<file path="src/sv/three_wire_rtc_serial_master_defines.svh">
// ---------------------------------------------------------------------------
// Assertion macros for the three-wire serial master
// Shared check templates, clocked on clk with reset rst_n.
// ---------------------------------------------------------------------------
`ifndef THREE_WIRE_RTC_SERIAL_MASTER_DEFINES_SVH
`define THREE_WIRE_RTC_SERIAL_MASTER_DEFINES_SVH

// Condition that must hold at every clock edge out of reset
`define TWR_ASSERT_ALWAYS(lbl, cond, msg) \
    lbl: assert property (@(posedge clk) disable iff (!rst_n) (cond)) else $error(msg);

// Condition that must hold in the cycle after the trigger
`define TWR_ASSERT_NEXT(lbl, trig, cond, msg) \
    lbl: assert property (@(posedge clk) disable iff (!rst_n) (trig) |=> (cond)) else $error(msg);

`endif

</file>
<file path="src/sv/tw_rtc_pkg.sv">
// ---------------------------------------------------------------------------
// tw_rtc_pkg
// Types and constants shared by the three-wire serial master modules.
// ---------------------------------------------------------------------------
`timescale 1ns / 1ps

package tw_rtc_pkg;

    // Operation codes on the input tuser field
    localparam logic [1:0] OP_TICK  = 2'd0;
    localparam logic [1:0] OP_WRITE = 2'd1;
    localparam logic [1:0] OP_READ  = 2'd2;

    // Configuration register indexes
    localparam logic [1:0] CFG_SETUP = 2'd0;
    localparam logic [1:0] CFG_PHASE = 2'd1;
    localparam logic [1:0] CFG_HOLD  = 2'd2;

    localparam logic [7:0] SETUP_RESET = 8'd4;
    localparam logic [7:0] PHASE_RESET = 8'd1;
    localparam logic [7:0] HOLD_RESET  = 8'd1;

    // Bit counts: one byte, command plus data byte
    localparam logic [4:0] BITS_BYTE = 5'd8;
    localparam logic [4:0] BITS_PAIR = 5'd16;

    // Queue occupancy limit
    localparam logic [1:0] QUEUE_FULL = 2'd2;

    typedef enum logic [1:0] {
        KIND_TICK,
        KIND_WRITE,
        KIND_READ
    } kind_t;

    typedef struct packed {
        kind_t      kind;
        logic [7:0] command;
        logic [7:0] write_data;
        logic       io_in;
    } item_t;

    // Packed so that ce lands in bit 0
    typedef struct packed {
        logic       refused;
        logic [7:0] read_result;
        logic       done_res;
        logic       busy_res;
        logic       io_drive;
        logic       io_out;
        logic       sclk;
        logic       ce;
    } result_t;

endpackage

</file>
<file path="src/sv/tw_rtc_front.sv">
// ---------------------------------------------------------------------------
// tw_rtc_front
// Input stage: accepts items, classifies the operation, registers the item.
// ---------------------------------------------------------------------------
`timescale 1ns / 1ps

module tw_rtc_front
(
    input  logic               clk,
    input  logic               rst_n,
    input  logic               in_valid,
    output logic               in_ready,
    input  logic [1:0]         op,
    input  logic [7:0]         command,
    input  logic [7:0]         write_data,
    input  logic               io_in,
    output tw_rtc_pkg::item_t  item,
    output logic               item_valid,
    input  logic               item_ready
);
    import tw_rtc_pkg::*;

    logic  valid_reg;
    item_t item_reg;
    kind_t kind;

    // Unused op code counts as a tick
    always_comb
    begin
        unique case (op)
            OP_WRITE: kind = KIND_WRITE;
            OP_READ:  kind = KIND_READ;
            default:  kind = KIND_TICK;
        endcase
    end

    assign in_ready = !valid_reg || item_ready;

    always_ff @(posedge clk or negedge rst_n)
    begin
        if (!rst_n)
        begin
            valid_reg <= 1'b0;
        end
        else if (in_ready)
        begin
            valid_reg <= in_valid;
        end
    end

    always_ff @(posedge clk)
    begin
        if (in_valid && in_ready)
        begin
            item_reg <= '{kind: kind, command: command, write_data: write_data, io_in: io_in};
        end
    end

    assign item       = item_reg;
    assign item_valid = valid_reg;

endmodule

</file>
<file path="src/sv/tw_rtc_queue.sv">
// ---------------------------------------------------------------------------
// tw_rtc_queue
// Two-entry item queue between the input stage and the sequencer.
// ---------------------------------------------------------------------------
`timescale 1ns / 1ps
`include "three_wire_rtc_serial_master_defines.svh"

module tw_rtc_queue
(
    input  logic               clk,
    input  logic               rst_n,
    input  tw_rtc_pkg::item_t  push_item,
    input  logic               push_valid,
    output logic               push_ready,
    output tw_rtc_pkg::item_t  pop_item,
    output logic               pop_valid,
    input  logic               pop_ready
);
    import tw_rtc_pkg::*;

    logic [1:0] count_reg;
    logic [1:0] count_next;
    item_t      head_reg;
    item_t      tail_reg;
    logic       push;
    logic       pop;

    assign push_ready = count_reg != QUEUE_FULL;
    assign pop_valid  = count_reg != 2'd0;
    assign push       = push_valid && push_ready;
    assign pop        = pop_valid && pop_ready;
    assign pop_item   = head_reg;

    always_comb
    begin
        count_next = count_reg;
        if (push && !pop)
        begin
            count_next = count_reg + 2'd1;
        end
        else if (pop && !push)
        begin
            count_next = count_reg - 2'd1;
        end
    end

    always_ff @(posedge clk or negedge rst_n)
    begin
        if (!rst_n)
        begin
            count_reg <= 2'd0;
        end
        else
        begin
            count_reg <= count_next;
        end
    end

    // Head always holds the oldest item; tail the second one
    always_ff @(posedge clk)
    begin
        if (pop)
        begin
            if (count_reg == QUEUE_FULL)
            begin
                head_reg <= tail_reg;
            end
            else if (push)
            begin
                head_reg <= push_item;
            end
        end
        else if (push && count_reg == 2'd0)
        begin
            head_reg <= push_item;
        end

        if (push && ((count_reg == 2'd1 && !pop) || (count_reg == QUEUE_FULL && pop)))
        begin
            tail_reg <= push_item;
        end
    end

    `TWR_ASSERT_ALWAYS(a_count_bound, count_reg != 2'd3, "queue count beyond two entries")
    `TWR_ASSERT_NEXT(a_push_grows, push && !pop, count_reg != 2'd0, "push left queue empty")
    `TWR_ASSERT_NEXT(a_full_holds, count_reg == QUEUE_FULL && !pop, count_reg == QUEUE_FULL,
                     "full queue lost an item without a pop")

endmodule

</file>
<file path="src/sv/tw_rtc_back.sv">
// ---------------------------------------------------------------------------
// tw_rtc_back
// Pin sequencer: steps the serial transaction once per item, holds the
// timing registers and registers one result per item.
// ---------------------------------------------------------------------------
`timescale 1ns / 1ps
`include "three_wire_rtc_serial_master_defines.svh"

module tw_rtc_back
(
    input  logic                 clk,
    input  logic                 rst_n,
    input  tw_rtc_pkg::item_t    item,
    input  logic                 item_valid,
    output logic                 item_ready,
    input  logic                 cfg_wr_en,
    input  logic [1:0]           cfg_index,
    input  logic [7:0]           cfg_data,
    output logic                 out_valid,
    input  logic                 out_ready,
    output tw_rtc_pkg::result_t  result
);
    import tw_rtc_pkg::*;

    typedef enum logic [2:0] {
        PH_IDLE,
        PH_SETUP,
        PH_WR_LOW,
        PH_WR_HIGH,
        PH_RD_HIGH,
        PH_RD_LOW,
        PH_HOLD
    } phase_t;

    logic [7:0] setup_ticks_reg;
    logic [7:0] phase_ticks_reg;
    logic [7:0] hold_ticks_reg;

    phase_t     phase_reg,      phase_next;
    logic [4:0] bit_count_reg,  bit_count_next;
    logic [7:0] wait_count_reg, wait_count_next;
    logic [15:0] shift_out_reg, shift_out_next;
    logic [7:0] shift_in_reg,   shift_in_next;
    logic       is_read_reg,    is_read_next;
    logic       out_valid_reg;
    result_t    result_reg,     result_next;

    logic       start;
    logic       refused;
    logic       done;
    logic       pop;
    logic [4:0] bit_inc;
    logic       drive;

    assign pop        = item_valid && (!out_valid_reg || out_ready);
    assign item_ready = !out_valid_reg || out_ready;
    assign start      = item.kind == KIND_WRITE || item.kind == KIND_READ;
    assign bit_inc    = bit_count_reg + 5'd1;

    always_ff @(posedge clk or negedge rst_n)
    begin
        if (!rst_n)
        begin
            setup_ticks_reg <= SETUP_RESET;
            phase_ticks_reg <= PHASE_RESET;
            hold_ticks_reg  <= HOLD_RESET;
        end
        else if (cfg_wr_en)
        begin
            priority case (cfg_index)
                CFG_SETUP: setup_ticks_reg <= cfg_data;
                CFG_PHASE: phase_ticks_reg <= cfg_data;
                CFG_HOLD:  hold_ticks_reg  <= cfg_data;
                default:   ;
            endcase
        end
    end

    always_comb
    begin
        phase_next      = phase_reg;
        bit_count_next  = bit_count_reg;
        wait_count_next = wait_count_reg;
        shift_out_next  = shift_out_reg;
        shift_in_next   = shift_in_reg;
        is_read_next    = is_read_reg;
        refused         = 1'b0;
        done            = 1'b0;

        if (phase_reg == PH_IDLE)
        begin
            if (start)
            begin
                is_read_next    = item.kind == KIND_READ;
                shift_out_next  = {item.write_data, item.command};
                shift_in_next   = 8'd0;
                bit_count_next  = 5'd0;
                wait_count_next = setup_ticks_reg;
                phase_next      = PH_SETUP;
            end
        end
        else
        begin
            refused = start;
            // A count of zero or one both end the phase on this item
            if (wait_count_reg > 8'd1)
            begin
                wait_count_next = wait_count_reg - 8'd1;
            end
            else
            begin
                unique case (phase_reg)
                    PH_SETUP:
                    begin
                        bit_count_next  = 5'd0;
                        phase_next      = PH_WR_LOW;
                        wait_count_next = phase_ticks_reg;
                    end
                    PH_WR_LOW:
                    begin
                        phase_next      = PH_WR_HIGH;
                        wait_count_next = phase_ticks_reg;
                    end
                    PH_WR_HIGH:
                    begin
                        bit_count_next = bit_inc;
                        shift_out_next = {1'b0, shift_out_reg[15:1]};
                        if (bit_inc >= (is_read_reg ? BITS_BYTE : BITS_PAIR))
                        begin
                            if (is_read_reg)
                            begin
                                // Turn the line around and take bit zero now
                                bit_count_next   = 5'd0;
                                phase_next       = PH_RD_HIGH;
                                shift_in_next[0] = shift_in_reg[0] | item.io_in;
                                wait_count_next  = phase_ticks_reg;
                            end
                            else
                            begin
                                phase_next      = PH_HOLD;
                                wait_count_next = hold_ticks_reg;
                            end
                        end
                        else
                        begin
                            phase_next      = PH_WR_LOW;
                            wait_count_next = phase_ticks_reg;
                        end
                    end
                    PH_RD_HIGH:
                    begin
                        phase_next      = PH_RD_LOW;
                        wait_count_next = phase_ticks_reg;
                    end
                    PH_RD_LOW:
                    begin
                        bit_count_next = bit_inc;
                        if (bit_inc >= BITS_BYTE)
                        begin
                            phase_next      = PH_HOLD;
                            wait_count_next = hold_ticks_reg;
                        end
                        else
                        begin
                            phase_next                  = PH_RD_HIGH;
                            shift_in_next[bit_inc[2:0]] = shift_in_reg[bit_inc[2:0]]
                                                        | item.io_in;
                            wait_count_next             = phase_ticks_reg;
                        end
                    end
                    default:
                    begin
                        phase_next      = PH_IDLE;
                        wait_count_next = 8'd0;
                        done            = 1'b1;
                    end
                endcase
            end
        end

        drive = phase_next == PH_WR_LOW || phase_next == PH_WR_HIGH;
        result_next.ce          = phase_next != PH_IDLE && phase_next != PH_HOLD;
        result_next.sclk        = phase_next == PH_WR_HIGH || phase_next == PH_RD_HIGH;
        result_next.io_drive    = drive;
        result_next.io_out      = drive & shift_out_next[0];
        result_next.busy_res    = phase_next != PH_IDLE;
        result_next.done_res    = done;
        result_next.read_result = shift_in_next;
        result_next.refused     = refused;
    end

    always_ff @(posedge clk or negedge rst_n)
    begin
        if (!rst_n)
        begin
            phase_reg      <= PH_IDLE;
            bit_count_reg  <= 5'd0;
            wait_count_reg <= 8'd0;
            shift_out_reg  <= 16'd0;
            shift_in_reg   <= 8'd0;
            is_read_reg    <= 1'b0;
            out_valid_reg  <= 1'b0;
            result_reg     <= '0;
        end
        else
        begin
            if (pop)
            begin
                phase_reg      <= phase_next;
                bit_count_reg  <= bit_count_next;
                wait_count_reg <= wait_count_next;
                shift_out_reg  <= shift_out_next;
                shift_in_reg   <= shift_in_next;
                is_read_reg    <= is_read_next;
                result_reg     <= result_next;
                out_valid_reg  <= 1'b1;
            end
            else if (out_ready)
            begin
                out_valid_reg <= 1'b0;
            end
        end
    end

    assign out_valid = out_valid_reg;
    assign result    = result_reg;

    `TWR_ASSERT_ALWAYS(a_done_idle, !(out_valid_reg && result_reg.done_res && result_reg.busy_res),
                       "done reported while still busy")
    `TWR_ASSERT_ALWAYS(a_pins_framed,
                       !(out_valid_reg && (result_reg.sclk || result_reg.io_drive) && !result_reg.ce),
                       "clock or data driven with chip enable low")
    `TWR_ASSERT_ALWAYS(a_out_driven, !(result_reg.io_out && !result_reg.io_drive),
                       "data level shown on a released line")
    `TWR_ASSERT_NEXT(a_idle_tick, pop && phase_reg == PH_IDLE && !start,
                     !result_reg.ce && !result_reg.busy_res && !result_reg.done_res
                     && !result_reg.refused,
                     "tick while idle changed the pins or flags")

endmodule

</file>
<file path="src/sv/three_wire_rtc_serial_master.sv">
// ---------------------------------------------------------------------------
// three_wire_rtc_serial_master
// Three-wire LSB-first serial master for a clock chip, stream interface.
// ---------------------------------------------------------------------------
// Input items arrive on the s_axis channel: tuser carries the operation
// (tick, start write, start read), tdata the command byte, the write byte
// and the sampled data line. Every input item yields exactly one result on
// the m_axis channel with the pin levels and flags after that item's step.
// The user must write the timing registers via cfg_wr_en / cfg_index / cfg_data
// only while no item is in flight; the block itself does not enforce this. Index 3 is ignored.
// An accepted item passes through the input register, which loads it at the
// accepting edge, then the two-entry queue and then the sequencer's output
// register before its result is valid. Throughput is one item per cycle while
// the result receiver does not stall, bounded by the single sequencer step per
// clock.
// When the result receiver stalls, the output register holds its item and
// the queue and input register fill up, after which s_axis_tready drops.
// Reset returns the sequencer to idle, the pins to idle levels and the
// timing registers to setup 4, phase 1, hold 1.
// ---------------------------------------------------------------------------
`timescale 1ns / 1ps

module three_wire_rtc_serial_master
(
    input  logic        clk,
    input  logic        rst_n,
    input  logic        s_axis_tvalid,
    output logic        s_axis_tready,
    input  logic [23:0] s_axis_tdata,   // command[7:0], write_data[15:8], io_in[16], zero
    input  logic [1:0]  s_axis_tuser,   // op[1:0]
    output logic        m_axis_tvalid,
    input  logic        m_axis_tready,
    output logic [15:0] m_axis_tdata,   // ce, sclk, io_out, io_drive, busy_res, done_res,
                                        // read_result[13:6], refused[14], zero
    input  logic        cfg_wr_en,
    input  logic [1:0]  cfg_index,
    input  logic [7:0]  cfg_data
);
    import tw_rtc_pkg::*;

    item_t   front_item;
    logic    front_valid;
    logic    front_ready;
    item_t   queue_item;
    logic    queue_valid;
    logic    queue_ready;
    result_t result;

    tw_rtc_front u_front
    (
        .clk        (clk),
        .rst_n      (rst_n),
        .in_valid   (s_axis_tvalid),
        .in_ready   (s_axis_tready),
        .op         (s_axis_tuser),
        .command    (s_axis_tdata[7:0]),
        .write_data (s_axis_tdata[15:8]),
        .io_in      (s_axis_tdata[16]),
        .item       (front_item),
        .item_valid (front_valid),
        .item_ready (front_ready)
    );

    tw_rtc_queue u_queue
    (
        .clk        (clk),
        .rst_n      (rst_n),
        .push_item  (front_item),
        .push_valid (front_valid),
        .push_ready (front_ready),
        .pop_item   (queue_item),
        .pop_valid  (queue_valid),
        .pop_ready  (queue_ready)
    );

    tw_rtc_back u_back
    (
        .clk        (clk),
        .rst_n      (rst_n),
        .item       (queue_item),
        .item_valid (queue_valid),
        .item_ready (queue_ready),
        .cfg_wr_en  (cfg_wr_en),
        .cfg_index  (cfg_index),
        .cfg_data   (cfg_data),
        .out_valid  (m_axis_tvalid),
        .out_ready  (m_axis_tready),
        .result     (result)
    );

    assign m_axis_tdata = {1'b0, result};

endmodule
</file>
<file path="config.mk">
export PLATFORM = sky130hd
export DESIGN_NAME = three_wire_rtc_serial_master
export DESIGN_NICKNAME = d
export VERILOG_FILES = /design/src/sv/tw_rtc_pkg.sv /design/src/sv/tw_rtc_front.sv /design/src/sv/tw_rtc_queue.sv /design/src/sv/tw_rtc_back.sv /design/src/sv/three_wire_rtc_serial_master.sv
export VERILOG_INCLUDE_DIRS = /design/src /design/src/sv
export SDC_FILE = /design/constraint.sdc
export NUM_CORES = 1
export LEC_CHECK = 0
export BUFFER_PORTS_ARGS = -buffer_cell sky130_fd_sc_hd__buf_4
export CORE_MARGIN = 2
export CORE_UTILIZATION = 57
export DETAILED_ROUTE_END_ITERATION = 12
export HOLD_SLACK_MARGIN = 0.05
export PLACE_DENSITY_LB_ADDON = 0.1
export REMOVE_ABC_BUFFERS = 1
export SYNTH_ARGS = -nofsm -noshare
export SYNTH_HDL_FRONTEND = slang
export SYNTH_SLANG_ARGS = --single-unit
</file>
<file path="constraint.sdc">
create_clock -name clk -period 3.4 [get_ports clk]
set_input_delay 0.17 -clock clk [delete_from_list [all_inputs] [get_ports clk]]
set_output_delay 0.17 -clock clk [all_outputs]
set_load 0.01 [all_outputs]
</file>
==> flow_summary_export.csv, run 1 <==
group,metric,value,unit
synthesis,synth_top_area_share,29.1,%
worst_setup_path,critPathRequiredTime,3.83,ns
timing,setup_tns,0,ns
floorplanning,die_x,109,µm
synthesis,avgSynthCellArea,12.4,µm²
drt,route.detailed.drc,0,
drt,first_pass_iters,5,
power_and_ir_drop,combinationalPowerShare,32.7,%
layout,final_common_cell,"dfrtp_1",
layout,antennaDiodeCount,0,
floorplanning,rows,38,
worst_setup_path,crit_chain,"ha_1 > nand3_1 > xnor2_1 > ha_1 > nand2b_1 > a31oi_1 > o22ai_1 > nor2_2 > a221oi_1 > o31ai_1",
synthesis,synthArstFlopShare,57.1,%
drt,vias,4285,
timing,clock.fmax,358,MHz
synthesis,synth-seq-cells,133,
timing,drv_slew,0,
placed_design,pre_cts_ws,0.660,ns
timing,setup_slack,0.607,ns
power_and_ir_drop,p_leak,3.05,nW
global_route,grt_pass1_vias,4332,
hold_path,hold_path.class,"in -> reg",
placed_design,dp.final_hpwl,8220,µm
flow_run,drv_cap,0,
power_and_ir_drop,p_int,0.00395,W
timing,min_period,2.79,ns
floorplanning,core,0.0108,mm²
worst_setup_path,crit_top_cell,"ha_1",
synthesis,yosys-top-cells-area,"dfrtp_1, edfxtp_1, mux2_2",
timing,fin_crit_sh,82.2,%
clocking,post_cts_buffers,0,
synthesis,synth_seq_area_share,57.6,%
layout,final_cell_count_no_fill,741,
synthesis,synth_flop_cell,"dfrtp_1",
drt,drt_wl_total,12900,µm
timing,slew_headroom,37.3,%
drt,wl_per_cell,17.4,µm
synthesis,yosysWarnings,0,
drt,ant_nets,0,
drt,first_iter_violations,237,
power_and_ir_drop,sw_frac_of_total,35.8,%
layout,final_net_count,643,
worst_setup_path,critPathMaxStageDelay,0.43,ns
drt,vias_per_cell,5.78,
worst_setup_path,cp_slowest_cell,"dfrtp_1",
worst_setup_path,criticalPathCategory,"reg -> reg",
power_and_ir_drop,ir_drop,0.532,mV
worst_setup_path,end_kind,"flop",
layout,drive_above_1_share,26.6,%
power_and_ir_drop,power_density,813,mW/mm²
clocking,h-tree-depth,4,
floorplanning,ioPinCount,59,
power_and_ir_drop,p_sw,0.00221,W
clocking,cts_sinks,133,
worst_setup_path,critPathArrivalTime,3.22,ns
floorplanning,start_util,58.2,%
clocking,clock_latency,0.54,ns
placed_design,routabilityCongestion,0.880,
clocking,cts.clk_slew.worst_paths,0.06,ns
synthesis,synth_area,0.00628,mm²
floorplanning,die_area,0.0119,mm²
clocking,clock-root-buffer,"clkbuf_8",
timing,setup_viol,0,
timing,worst_pin_slew,0.940,ns
worst_setup_path,cp_max_fo,8,
layout,final_core_util,70.3,%
outcome,status,"completed",
synthesis,syn_inst,508,
global_route,grt_max_degree,77,
synthesis,synth-edff-count,57,
layout,final_cell_mix,"dfrtp_1, buf_4, edfxtp_1",
clocking,cts_tree,"built",
power_and_ir_drop,p_total,0.00616,W
timing,hold_violations,0,
clocking,max-clock-path-buffers,2,
global_route,grt_use_total,24.1,%
synthesis,yosysUniqueCellTypes,77,
placed_design,io_buffers,50,
synthesis,yosys.area.top_type,"dfrtp_1",
placed_design,dpl.cell_count,680,
timing,rsz0062_at_grt,"no",
global_route,antenna_found_initial,0,
layout,areaGrowthSynthToFinish,20.8,%
power_and_ir_drop,seqPwrFrac,41.5,%
clocking,cts_buffers,17,
power_and_ir_drop,p_clk_share,25.8,%
global_route,grt_overflow_total,0,
timing,clock-skew-final,0.0150,ns
worst_setup_path,setup.worst_path.start_class,"flop",
global_route,grt_pass1_wl,21600,µm
floorplanning,die-height,109,µm
power groups by stage:
| stage | clock [W] | sequential (W) | combinational [W] |
|---|---|---|---|
| 6_report | 0.00159 | 0.00256 | 0.00202 |
| 5_1_grt | 0.00169 | 0.00262 | 0.00226 |
| 4_1_cts | 0.00161 | 0.00256 | 0.00203 |
| 3_5_place_dp | 0 | 0.00258 | 0.00199 |
| 3_3_place_gp | 0 | 0.00256 | 0.00192 |
| 2_1_floorplan | 0 | 0.00250 | 0.00140 |
what timing repair did:
item	4_1_cts	5_1_grt
hold buffers	29	0
endpoints found under the hold margin	118	0
resized for setup	0	0
final timing paths:
check | startpoint | end | slack [ns] | cells past startpoint
max | u_back.bit_count_reg[1] | u_back.wait_count_reg[5] | 0.61 | 10
min | s_axis_tuser[0] | u_front.item[17] | 0.08 | 3
max reg2reg | u_back.bit_count_reg[1] | u_back.wait_count_reg[5] | 0.61 | 10
min reg2reg | u_front.item[13] | u_queue.tail_reg[13] | 0.45 | 0
max in group asynchronous | rst_n | u_back.is_read_reg | 2.46 | 2
min in group asynchronous | rst_n | u_back.phase_ticks_reg[5] | 0.34 | 2
kinds of logic after synthesis:
kind of cell	synth area share, %
xor+xnor	1.53
buf+inv	2.47
fa+ha+maj	2.79
simple gates	11.6
other cells	0.0597
compound gates	13.8
mux	10.1
flops	57.6
critical path: cells and delay by family (launching register included):
family,cells,cell delay [ns]
XOR/XNOR,1,0.19
adder cells (fa/ha/maj),2,0.67
AND/OR/NAND/NOR,3,0.64
AO/OA/AOI/OAI,4,0.76
flip-flops,1,0.43
cell usage after synthesis, drive strengths merged, types with 11 or more instances:
| cell | instances |
|---|---|
| dfrtp | 73 |
| edfxtp | 57 |
| mux2 | 46 |
| nand2 | 45 |
| o21ai | 38 |
| nor2 | 28 |
| a22oi | 23 |
| a21oi | 17 |
| ha | 14 |
| clkbuf | 13 |
| buf | 12 |
| inv | 11 |
metal layers:
layer	track usage, %	share of wire [%]
met4	8.24	1.4
met3	6.22	3.8
met2	40.5	51
met5	0	0
met1	30.2	44
cell type report:
cell class	count	area [µm²]
multi-input cells	339	2510
clock inverters	12	82.6
repair buffers	86	718
clock buffers	20	435
fillers	742	3210
well taps	140	175
inverters	11	41.3
flip-flops and latches	133	3620
stage by stage:
step                cell area, µm²  hold slack (ns)
floorplan                     6160           -0.126
global placement              6780            0.349
detailed placement            6780            0.349
CTS                           7580           0.0680
global route                  7580           0.0772
finish                        7580           0.0805
Note: power is estimated with default switching activity, not from simulation.
==> run 2, diff against run 1 <==
ABC_AREA = 1   (was unset)
CORE_UTILIZATION = 54   (was 57)
clock period = 2.2 ns   (was 3.4 ns; I/O delays follow)
==> run 2 against run 1 <==
Net effect:
- flip-flop and latch count did not move
- clock power rose by 70%
- synthesized area increased by 1.1%
- global-route usage fell by 0.89 points
- die area increased by 6.4%
- critical path type unchanged
==> flow_summary_export.csv, run 2 <==
group,metric,value,unit
global_route,top_usage_layer,"met2",
placed_design,dp.final_hpwl,8770,µm
synthesis,synthArstFlopShare,57.1,%
synthesis,yosysWarnings,0,
synthesis,synth-edff-count,57,
layout,areaGrowthSynthToFinish,26.5,%
worst_setup_path,critPathRequiredTime,2.50,ns
drt,ant_nets,0,
power_and_ir_drop,ir_drop,0.849,mV
global_route,met3_usage,6.16,%
placed_design,dpl_cell_area,0.00702,mm²
clocking,cts_buffers,17,
clocking,h-tree-depth,4,
timing,min_period,2.08,ns
hold_path,min_delay_path_depth,3,
timing,drv_slew,0,
worst_setup_path,r2r-start,"u_back.bit_count_reg[1]",
synthesis,yosys.area.top_type,"dfrtp_1",
timing,clock-skew-final,0.0126,ns
global_route,grt_pass1_wl,23100,µm
timing,worst_pin_slew,0.594,ns
global_route,gr-usage-met2,39.1,%
worst_setup_path,r2r-end,"u_back.result[0]",
layout,final_common_cell,"nand2_1",
drt,route.detailed.drc,0,
synthesis,yosys-top-cells-area,"dfrtp_1, edfxtp_1, nand2_1",
layout,final_core_util,70.3,%
floorplanning,core,0.0114,mm²
worst_setup_path,criticalPathCategory,"reg -> reg",
worst_setup_path,setup.worst_path.start_class,"flop",
floorplanning,ioPinCount,59,
global_route,grt_overflow_total,0,
worst_setup_path,cp_slowest_cell,"dfrtp_1",
layout,fin_area,0.00802,mm²
floorplanning,start_util,55.6,%
layout,final_net_count,844,
worst_setup_path,cp_max_fo,5,
synthesis,synth_flop_cell,"dfrtp_1",
clocking,max-clock-path-buffers,2,
floorplanning,die_area,0.0126,mm²
power_and_ir_drop,p_leak,3.55,nW
timing,clock.fmax,480,MHz
layout,final_cell_mix,"nand2_1, o21ai_0, buf_4",
outcome,status,"completed",
timing,setup_viol,0,
worst_setup_path,critPathMaxStageDelay,0.41,ns
placed_design,routabilityCongestion,0.864,
synthesis,syn_inst,680,
global_route,grt_use_total,23.2,%
synthesis,yosys-top-cells-count,"nand2_1, o21ai_0, dfrtp_1, inv_1, edfxtp_1",
floorplanning,die-height,112,µm
clocking,clock-root-buffer,"clkbuf_16",
hold_path,hold_path.class,"in -> reg",
drt,wl_per_cell,14.5,µm
placed_design,io_buffers,50,
worst_setup_path,rrSetupSlack,0.12,ns
synthesis,synth_area,0.00634,mm²
worst_setup_path,crit_top_cell,"nand2_1",
hold_path,min_from,"s_axis_tuser[1]",
drt,drt_wl_total,13700,µm
drt,vias,5012,
floorplanning,rows,39,
global_route,grt_pass1_vias,4966,
worst_setup_path,end_kind,"flop",
synthesis,synth_top_area_share,28.8,%
clocking,clock_latency,0.42,ns
worst_setup_path,r2r_cells,15,
timing,fin_crit_sh,94.6,%
global_route,antenna_found_initial,0,
clocking,cts_tree,"built",
hold_path,whs_endpoint,"u_front.item[18]",
clocking,cts_sinks,133,
drt,vias_per_cell,5.30,
synthesis,avgSynthCellArea,9.33,µm²
timing,slew_headroom,60.3,%
layout,drive_above_1_share,21.4,%
drt,first_iter_violations,274,
power_and_ir_drop,power_density,1320,mW/mm²
worst_setup_path,crit_chain,"buf_4 > nand3_1 > nand2_1 > nand2_2 > inv_1 > ha_1 > nand4_1 > nand4_1 > nand3_2 > nand2_2 > nand2_2 > nand2_1 > nand2_1 > nand2_1 > nand2_1",
drt,first_pass_iters,5,
flow_run,drv_cap,0,
timing,hold_violations,0,
floorplanning,die_x,112,µm
synthesis,synth-seq-cells,133,
global_route,use_met1,28.7,%
global_route,grt_max_degree,43,
layout,antennaDiodeCount,0,
synthesis,synthMostInstantiatedCell,"nand2_1",
worst_setup_path,critPathArrivalTime,2.39,ns
synthesis,synth_seq_area_share,57.0,%
clocking,cts.clk_slew.worst_paths,0.05,ns
synthesis,yosysUniqueCellTypes,38,
-- run 2: cell families after synthesis --
group                    Yosys count  synth area share (%)
AO/OA/AOI/OAI                    148                  12.3
XOR/XNOR                           4                 0.552
adder cells (fa/ha/maj)           14                  2.76
buffers and inverters             98                  6.15
flip-flops                       133                  57.0
multiplexers                      19                  3.37
other                              1                0.0591
AND/OR/NAND/NOR                  263                  17.8
-- run 2: layer usage --
metal,vias to the layer above,share of wire (%)
li1,2491,-
met3,28,4.6
met4,0,2.3
met1,2354,43
met2,139,50
met5,-,0
-- run 2: layout make-up --
| type | instances | area [µm²] |
|---|---|---|
| Clock buffer | 20 | 437 |
| Clock inverter | 12 | 129 |
| Fill cell | 853 | 3400 |
| Inverter | 78 | 293 |
| Multi-Input combinational cell | 449 | 2440 |
| Sequential cell | 133 | 3620 |
| Tap cell | 143 | 179 |
| Timing Repair Buffer | 110 | 928 |
-- run 2: worst max path at each step --
stage / depth (start not counted) / start / endpoint
3_3_place_gp: 16 / u_back.bit_count_reg[0] / u_back.wait_count_reg[7]
5_1_grt: 15 / u_back.bit_count_reg[1] / u_back.result[0]
6_report: 15 / u_back.bit_count_reg[1] / u_back.result[0]
2_1_floorplan: 15 / u_back.bit_count_reg[0] / u_back.wait_count_reg[7]
3_5_place_dp: 16 / u_back.bit_count_reg[0] / u_back.wait_count_reg[6]
4_1_cts: 16 / u_back.bit_count_reg[0] / u_back.wait_count_reg[6]
-- run 2: metrics by stage --
step                      hold WS [ns]  total power [W]  cells  setup WS [ns]  TNS [ns]
final                            0.113           0.0106    945          0.118         0
after global routing             0.106           0.0113    945        -0.0430    -0.168
after CTS                       0.0917           0.0104    939       0.000140         0
after detailed placement         0.143          0.00755    878        -0.0552    -0.122
after global placement           0.134          0.00744    878         0.0539         0
after floorplan                 -0.186          0.00621    660         -0.306    -11.27
-- run 2: what timing repair did --
| action | CTS | global route |
|---|---|---|
| buffers inserted | 0 | 6 |
| resized for setup | 7 | 29 |
| setup endpoints to repair | 7 | 27 |
| pin swaps | 1 | 15 |
| hold buffers | 28 | 0 |
| gates cloned | 1 | 0 |
| hold endpoints to repair | 81 | 0 |
-- run 2: power by group --
part	internal [W]	leakage, nW	switching (W)
registers	0.00340	1.51	0.000395
clock network	0.00166	0.272	0.00103
logic	0.00156	1.77	0.00251
total	0.00662	3.55	0.00394
-- run 2: worst max-delay path, delay by kind of cell (launching register included) --
kind	cells	cell delay, ns
and+or+nand+nor	12	1.09
DFF	1	0.41
buffers and inverters	2	0.22
adders and majority gates	1	0.26
